`config.mk`:
```
export PLATFORM = sky130hd
export DESIGN_NAME = orsa_div2
export DESIGN_NICKNAME = d
export VERILOG_FILES = /design/src/rtl/core/ortho_rectify_source_address_top_assert.svh /design/src/rtl/core/orsa_pkg.sv /design/src/rtl/core/orsa_div2.sv
export SDC_FILE = /design/constraint.sdc
export NUM_CORES = 1
export LEC_CHECK = 0
export BUFFER_PORTS_ARGS = -buffer_cell sky130_fd_sc_hd__buf_2
export CORE_UTILIZATION = 43
export CTS_CLUSTER_SIZE = 28
export DETAILED_ROUTE_END_ITERATION = 8
export PLACE_DENSITY = 0.65
export SLEW_MARGIN = 20
export SYNTH_ARGS = -nofsm -noshare
export SYNTH_HDL_FRONTEND = slang
export SYNTH_SLANG_ARGS = --single-unit
```
`constraint.sdc`:
```
create_clock -name clk -period 8.3 [get_ports clk]
set_clock_uncertainty 0.15 [all_clocks]
set_input_delay 0.83 -clock clk [delete_from_list [all_inputs] [get_ports clk]]
set_output_delay 0.83 -clock clk [all_outputs]
set_load 0.01 [all_outputs]
```
`src/rtl/core/ortho_rectify_source_address_top_assert.svh`:
```
// Assertion macros used by the top-level RTL file.
`ifndef ORTHO_RECTIFY_SOURCE_ADDRESS_TOP_ASSERT_SVH
`define ORTHO_RECTIFY_SOURCE_ADDRESS_TOP_ASSERT_SVH
`ifndef SYNTHESIS
`define ORSA_ASSERT(lbl, prop) \
  lbl: assert property (@(posedge clk) disable iff (!rst_n) prop) \
    else $error("assertion failed");
`define ORSA_ASSERT_RST(lbl, prop) \
  lbl: assert property (@(posedge clk) prop) else $error("assertion failed");
`else
`define ORSA_ASSERT(lbl, prop)
`define ORSA_ASSERT_RST(lbl, prop)
`endif
`endif

```
`src/rtl/core/orsa_pkg.sv`:
```
package orsa_pkg;

  localparam int NUM_STAGES = 12;
  localparam int DIV_STAGES = 6;
  localparam logic [12:0] MAX_DIM = 13'd4096;

  localparam logic [2:0] REG_X_TERMS = 3'd0;
  localparam logic [2:0] REG_Y_TERMS = 3'd1;
  localparam logic [2:0] REG_Z_TERMS = 3'd2;
  localparam logic [2:0] REG_FOCAL = 3'd3;
  localparam logic [2:0] REG_SRC_COLS = 3'd4;
  localparam logic [2:0] REG_SRC_ROWS = 3'd5;

  typedef struct packed {
    logic [11:0] out_col;
    logic [11:0] out_row;
  } in_beat_t;

  typedef struct packed {
    logic [11:0] src_col;
    logic [11:0] src_row;
    logic        inside_res;
  } out_beat_t;

  typedef struct packed {
    logic [55:0] rc;
    logic [55:0] rr;
    logic [54:0] dd;
    logic [11:0] qc;
    logic [11:0] qr;
    logic        ins;
  } div_t;

endpackage

```
`src/rtl/core/orsa_div2.sv`:
```
module orsa_div2 (
  input  logic          clk,
  input  logic          en,
  input  orsa_pkg::div_t d_in,
  output orsa_pkg::div_t d_out_r
);
  import orsa_pkg::*;

  div_t d_nxt;

  always_comb begin
    logic [55:0] rc;
    logic [55:0] rr;
    logic [11:0] qc;
    logic [11:0] qr;
    rc = d_in.rc;
    rr = d_in.rr;
    qc = d_in.qc;
    qr = d_in.qr;
    for (int i = 0; i < 2; i++) begin
      if (rc >= {1'b0, d_in.dd}) begin
        rc = rc - {1'b0, d_in.dd};
        qc = {qc[10:0], 1'b1};
      end else begin
        qc = {qc[10:0], 1'b0};
      end
      if (rr >= {1'b0, d_in.dd}) begin
        rr = rr - {1'b0, d_in.dd};
        qr = {qr[10:0], 1'b1};
      end else begin
        qr = {qr[10:0], 1'b0};
      end
      rc = {rc[54:0], 1'b0};
      rr = {rr[54:0], 1'b0};
    end
    d_nxt = d_in;
    d_nxt.rc = rc;
    d_nxt.rr = rr;
    d_nxt.qc = qc;
    d_nxt.qr = qr;
  end

  always_ff @(posedge clk) begin
    if (en) begin
      d_out_r <= d_nxt;
    end
  end

endmodule

```
Yosys cells after proc, flatten, opt, wreduce, memory -nomap -nowiden
Cells that the tools add are included.
{"block": "totals", "in_bits": 194, "ff_bits": 190, "word_cells": 24}
{"block": "op_classes", "add_sub_neg": 4, "magnitude_cmp": 4, "muxes": 8}
{"operator": "$ge A56 B55 Y1", "count": 4}
{"operator": "$mux W55", "count": 4}
{"operator": "$sub A55 B55 Y55", "count": 4}
{"operator": "$mux W1", "count": 4}

Longest topological paths before layout
Gate-level depths: netlist of the first run.
{"block": "logic_depth", "word_depth": 4, "mapped_depth": 33, "mapped_depth_nobuf": 28}

Least setup slack after synthesis of the first run
No wires, ideal clock.
{"block": "synth_timing", "kind": "input -> register", "start": "in d_in[136] in the netlist's numbering", "end": "reg d_out_r[145] in the netlist's numbering, data pin", "t_arrival_ns": 6.311, "setup_slack_ns": 1.579, "required_ns": 7.890, "setup_ns": 0.260, "path_buffers": 5, "stages": 30, "path_cell_list": "inv_1 -> ha_1 -> inv_1 -> fa_1 -> nand3_1 -> a21oi_1 -> o31ai_1 -> a21oi_1 -> nor3_4 -> nor3_1 -> o211a_1 -> o21ai_2 -> buf_2 -> buf_2 -> buf_2 -> nand2_1 -> o21ai_0 -> ha_1 -> a2111o_1 -> o21ai_1 -> a21oi_1 -> o21bai_1 -> nand3_1 -> a21o_1 -> a21o_1 -> a221o_1 -> a221oi_2 -> buf_4 -> buf_6 -> mux2_2"}
{"element": "start: declaration", "line": "orsa_div2.sv:4", "text": "input orsa_pkg::div_t d_in,"}
{"element": "end signal: assignment", "line": "orsa_div2.sv:45", "text": "d_out_r <= d_nxt;"}
{"element": "end: declaration", "line": "orsa_div2.sv:5", "text": "output orsa_pkg::div_t d_out_r"}

==> results by group, run 1 <==
Status
  • Status: finished with violations
  • Failing checks: design-rule violations

Clock tree
  • Clock Sinks: 190
  • Clock-pin transition on the worst setup and hold timing paths: 0.09 ns
  • Post-CTS Setup Bufs: 0
  • Clock root buffer: clkbuf_16
  • CTS Buf Count: 17
  • Htree depth: 4
  • Hold buffers post-CTS: 0
  • TritonCTS clock tree: yes
  • Post-CTS sizing: 0
  • CTS Buffer Depth: 2

Final layout
  • Commonest cells after routing, fill and taps aside: 378 x buf_2, 287 x nand2_1, 240 x a21oi_1
  • Layout cell share with drive strength beyond 1: 20.2%
  • Final Core Density: 51.2%
  • Nets@finish: around 3200
  • Commonest non-fill, non-tap cell in the layout: buf_2
  • Area of the multi-input gates: ~0.014 mm2
  • FILL cells: roughly 4500
  • Syn-to-layout area delta: 16.9%
  • Max reg flops: 190
  • Reg area: 0.00571 mm2
  • Biggest regs: d_out_r x190
  • Post-route design area: 0.0240 mm2
  • Most flops, register: d_out_r

Detailed routing
  • Pre-antenna DRT Iters: 8
  • Final WL: between 70 and 80 mm
  • DR vias/cell: 5.92
  • Wirelength per Cell: 20.7 um
  • Post-DRT Antenna Nets: 0
  • Initial drt markers: 1675
  • Post-route DRC: 15
  • Vias after detailed routing: 20200

STA
  • RSZ-0062 raised after global routing: no
  • Final Worst Setup Slack: 0.978 ns
  • Final setup violating endpoints: 0
  • Max Transition Viols Final: 0
  • Worst-Margin Slew: 0.885 ns
  • Final Critical Period: 7.32 ns
  • Final hold viol count: 0
  • Setup TNS: 0 ns
  • Peak Freq: 137 MHz
  • Period utilisation layout: 88.2%
  • Relative slew slack: between 40 and 50%

Setup path
  • Crit Path Class: in2reg
  • Crit Path Max Fanout: 15
  • Worst EP required: 8.42 ns
  • Most used cell, CP: a211oi_1
  • Slowest stage cell, crit path: o31ai_1
  • CP endpoint kind: flip-flop
  • Setup crit start kind: primary input
  • Worst EP arrival: 7.44 ns
  • Slowest stage delay, CP: 0.42 ns

Logic synthesis
  • Most used DFF post-synth: edfxtp_1
  • Number of synthesized flops with an enable pin: 190
  • Cells after Synth: 2406
  • Mapped Avg Cell Area: 8.54 um2
  • Mapped cell area: ~0.021 mm2
  • Asr flop ratio synth: 0%
  • Seq cells post-synth: 190
  • Post-synthesis cell type count: slightly above 80
  • Register area share after synthesis: 27.8%
  • Ys Warns: 0

Die
  • Ports: 386
  • Die area: about 0.049 mm2
  • Row cnt: 79
  • Die Wd: 221 um
  • Initial core utilization: a little over two fifths
  • Core ar.: 0.0469 mm2
  • Die height: roughly 220 um

Place
  • PortBufs: 379
  • Post-place setup slack: 0.584 ns
  • Placed instance area: 0.0234 mm2
  • HPWL after detailed placement: 58.1 mm
  • Placer Congestion: around 1.0

Power
  • Net Sw Power: 2240 uW
  • Pleak: 0.0107 uW
  • Logic gate share of total power: 56.6%
  • Clock Power Share: 16.3%
  • Max VDD drop: about 0.00014 V
  • Net Sw Frac: 42.0%
  • Power per cell area: about 220 mW/mm2
  • Share of power burned in registers: 27.1%
  • Int Pwr: 3100 uW

Global route
  • Global-route wire length before repair: 104 mm
  • Total track usage: 28.4%
  • Largest net degree at the start of global routing: 69
  • Vias in the first global route: between 15000 and 20000
  • Overflow after GRT: 0
  • Antenna violations before repair: 8

Flow run
  • Max-cap violation count: 0

Worst hold path
  • HP Class: in2reg
## kinds of logic (layout without fill, tap and decap cells)
kind of cell               count (synthesis)  after routing  synth area share (%)
AOI/OAI and AO/OA                        811            811                  24.6
and+or+nand+nor                          696            696                  16.1
adders and majority gates                224            224                  13.8
buffers and inverters                    192            578                  4.04
DFF                                      190            190                  27.8
xor gates and xnor gates                 189            189                  8.06
muxes                                    103            103                  5.58
other                                      1             10                0.0183
## worst paths after layout
kind,start,to,slack [ns],depth (start not counted)
setup / recovery,d_in[25],d_out_r[111],0.98,28
hold / removal,d_in[64],d_out_r[64],0.33,1
## synthesized netlist by cell type, types with 23 or more instances
cell | n | area (um2)
a211oi_1 | 29 | 218
a21o_1 | 125 | 938
a21oi_1 | 240 | 1200
a31oi_1 | 24 | 150
clkbuf_1 | 60 | 225
edfxtp_1 | 190 | 5710
ha_1 | 220 | 2750
inv_1 | 95 | 357
mux2_1 | 32 | 360
mux2_2 | 60 | 676
nand2_1 | 287 | 1080
nand2b_1 | 30 | 188
nand3_1 | 55 | 275
nand4_1 | 42 | 263
nor2_1 | 111 | 417
nor2b_1 | 40 | 250
nor3_1 | 45 | 225
o21ai_0 | 216 | 1080
o21bai_1 | 23 | 173
xnor2_1 | 129 | 1130
xor2_1 | 60 | 526
## per-stage QoR
stage	instances	hold slack, ns	power, uW
global placement	3368	0.858	4400
CTS	3400	0.300	5330
global route	3408	0.315	5690
detailed placement	3368	0.858	4420
floorplan	2407	0.779	3520
finish	3408	0.335	5340
## critical path: cells and delay by family
kind,cells,cell delay (ns)
and+or+nand+nor,6,0.91
AOI/OAI and AO/OA,13,3.31
adders and majority gates,3,0.95
buffers and inverters,4,0.63
muxes,2,0.78
## routing by layer
| layer | GRT usage [%] | vias up | part of all wire (%) | wire length, um |
|---|---|---|---|---|
| li1 | - | 9712 | - | - |
| met1 | 41.7 | 9537 | 47 | 33400 |
| met2 | 41.8 | 814 | 42 | 29800 |
| met3 | 3.52 | 111 | 6.9 | 4870 |
| met4 | 11.6 | 0 | 3.3 | 2350 |
| met5 | 0 | - | 0 | 0 |
## power groups by stage
stage	Combinational (uW)	Clock [uW]	Sequential, uW
floorplan	1930	0	1590
global placement	2930	0	1470
detailed placement	2950	0	1460
CTS	2980	900	1450
global route	3300	928	1470
finish	3020	871	1450
## final cells by class
cell class	count	share of cell area, %
multi-input cells	2025	58.5
flip-flops and latches	190	23.8
repair buffers	448	10.5
well taps	607	3.16
clock buffers	18	1.79
inverters	98	1.53
clock inverters	14	0.704
diodes	8	0.0834
No activity file was read; power rests on OpenSTA's default activity.
==> inputs of run 2 (changes only) <==
==> constraint.sdc (replaced) <==
create_clock -name clk -period 6.87 [get_ports clk]
set_clock_uncertainty 0.15 [all_clocks]
set_input_delay 0.687 -clock clk [delete_from_list [all_inputs] [get_ports clk]]
set_output_delay 0.687 -clock clk [all_outputs]
set_load 0.01 [all_outputs]
==> run 2 against run 1 <==
  * The flow still finishes with violations (design-rule violations)
  * Sequential share of layout area down 2.8 points
  * Power is 32% higher
  * Hold slack lost 0.14 ns
  * Routed wire length grew 6.8%
  * Critical path depth unchanged
  * Count of clock-buffer cells in the layout fell by 1
  * First-iteration DRC count fell by 3.5%
  * Sequential power increased by 21%
  * Largest power group unchanged
==> results by group, run 2 (synthesis results as in run 1) <==
Place
  • Placed instance count: 3801 (+13%)
  • Placer Congestion: 1.00 (-2.0%)
  • HPWL after detailed placement: 63.0 mm (+8.5%)
  • PortBufs: 379 (unchanged)
  • Post-place setup slack: -0.247 ns (-0.831 ns)

Clock tree
  • Htree depth: 4 (unchanged)
  • CTS Buf Count: 17 (unchanged)
  • Post-CTS sizing: 0 (unchanged)
  • CTS Buffer Depth: 2 (unchanged)
  • TritonCTS clock tree: yes
  • Post-CTS Setup Bufs: 0 (unchanged)
  • Hold buffers post-CTS: 0 (unchanged)
  • Clock root buffer: clkbuf_16
  • Clock-pin transition on the worst setup and hold timing paths: 0.09 ns (about the same)
  • Clock Sinks: 190 (unchanged)

Final layout
  • Nets@finish: 3631 (+14%)
  • Non-filler instance count after layout: 3836 (+13%)
  • Final Core Density: 58.2% (+6.9 points)
  • Commonest cells after routing, fill and taps aside: 493 x buf_4, 378 x buf_2, 287 x nand2_1
  • Max reg flops: 190 (unchanged)
  • Syn-to-layout area delta: 32.7%
  • Layout cell share with drive strength beyond 1: 31.2% (+11 points)
  • Most flops, register: d_out_r
  • Biggest regs: d_out_r x190
  • FILL cells: 4304 (-4.7%)
  • Commonest non-fill, non-tap cell in the layout: buf_4

Detailed routing
  • Post-DRT Antenna Nets: 0 (unchanged)
  • Vias after detailed routing: 21800 (+7.9%)
  • DR vias/cell: 5.68 (-4.1%)
  • Wirelength per Cell: 19.6 um (-5.2%)
  • Pre-antenna DRT Iters: 7 (-1)
  • Initial drt markers: 1617 (-3.5%)
  • Post-route DRC: 15 (unchanged)
  • Final WL: 75.2 mm (+6.8%)

Die
  • Ports: 386 (unchanged)
  • Initial core utilization: 43.8% (unchanged)
  • Core ar.: 0.0469 mm2 (unchanged)
  • Die area: 0.0486 mm2 (unchanged)
  • Die height: 221 um (unchanged)
  • Die Wd: 221 um (unchanged)
  • Row cnt: 79 (unchanged)

Setup path
  • Crit Path Class: in2reg
  • Crit Path Max Fanout: 44 (+29)
  • Worst EP required: 6.96 ns (-1.46 ns)
  • CP endpoint kind: flip-flop
  • Setup crit start kind: primary input
  • Worst EP arrival: 6.79 ns (-0.65 ns)

STA
  • Final setup violating endpoints: 0 (unchanged)
  • Worst-Margin Slew: 0.838 ns (-0.0473 ns)
  • Max Transition Viols Final: 0 (unchanged)
  • Peak Freq: 149 MHz
  • Relative slew slack: 44.2% (+3.2 points)
  • Final hold viol count: 0 (unchanged)
  • Final Critical Period: 6.70 ns
  • Final Worst Setup Slack: 0.174 ns (-0.804 ns)
  • Period utilisation layout: around 100%

Global route
  • Global-route wire length before repair: 113 mm (+9.0%)
  • Total track usage: 30.6% (+2.2 points)
  • Largest net degree at the start of global routing: 73 (+5.8%)
  • Antenna violations before repair: 3 (-5)
  • Overflow after GRT: 0 (unchanged)
  • Vias in the first global route: 20500 (+11%)

Worst hold path
  • HP Class: in2reg

Power
  • Pleak: 0.0128 uW (+20%)
  • Pwr Total: 7060 uW (+32%)
  • Power per cell area: 259 mW/mm2 (+16%)
  • Max VDD drop: 0.000168 V (+20%)

Status
  • Failing checks: design-rule violations
  • Status: finished with violations

Flow run
  • Max-cap violation count: 0 (unchanged)
-- run 2: through the flow --
stage	setup TNS (ns)	instance area, um2	hold WS (ns)
after global placement	-14.33	26600	0.714
after floorplan	0	20500	0.636
after detailed placement	-16.07	26600	0.715
final	0	27300	0.191
after CTS	0	27200	0.167
after global routing	-0.000314	27300	0.180
-- run 2: layout make-up --
class	count	area, um2	area share (%)
inverters	98	368	1.35
flip-flops and latches	190	5710	20.9
repair buffers	881	5770	21.2
well taps	607	759	2.79
multi-input cells	2025	14100	51.6
diodes	3	7.51	0.0275
clock inverters	15	153	0.560
clock buffers	17	425	1.56
-- run 2: path summary, 6_finish.rpt --
| kind | to | cells past startpoint | slack (ns) | start |
|---|---|---|---|---|
| worst min-delay path | d_out_r[62] | 1 | 0.19 | d_in[62] |
| worst max-delay path | d_out_r[94] | 28 | 0.17 | d_in[38] |
-- run 2: worst max-delay path, stage by stage --
cell and delay, ns:
buf_2 0.11, inv_1 0.07, ha_1 0.42, nand3_1 0.14, nor3_1 0.42, o31ai_2 0.19, nand2_1 0.16, a211oi_2 0.10
a21oi_1 0.14, nor3_1 0.06, o211a_2 0.28, buf_12 0.15, buf_4 0.16, o31ai_1 0.55, ha_1 0.36, nand4_1 0.12
a211oi_2 0.06, o311ai_1 0.37, a211oi_1 0.16, o211ai_1 0.30, nand2_1 0.13, o21ai_1 0.29, a211oi_1 0.15, o2111ai_1 0.21
nand3_1 0.15, a21oi_4 0.17, buf_12 0.25, mux2_2 0.38
-- run 2: report_power, final --
group	internal, uW	switching (uW)	leakage, uW
Sequential	1670	78.0	0.00186
Clock	482	535	0.000284
Combinational	2040	2250	0.0106
Total	4200	2860	0.0128
-- run 2: metal layers --
layer  GRT usage [%]  part of all wire, %
met5               0                    0
met4            10.3                  2.4
met2            44.9                   42
met1            45.4                   48
met3            4.59                  7.5
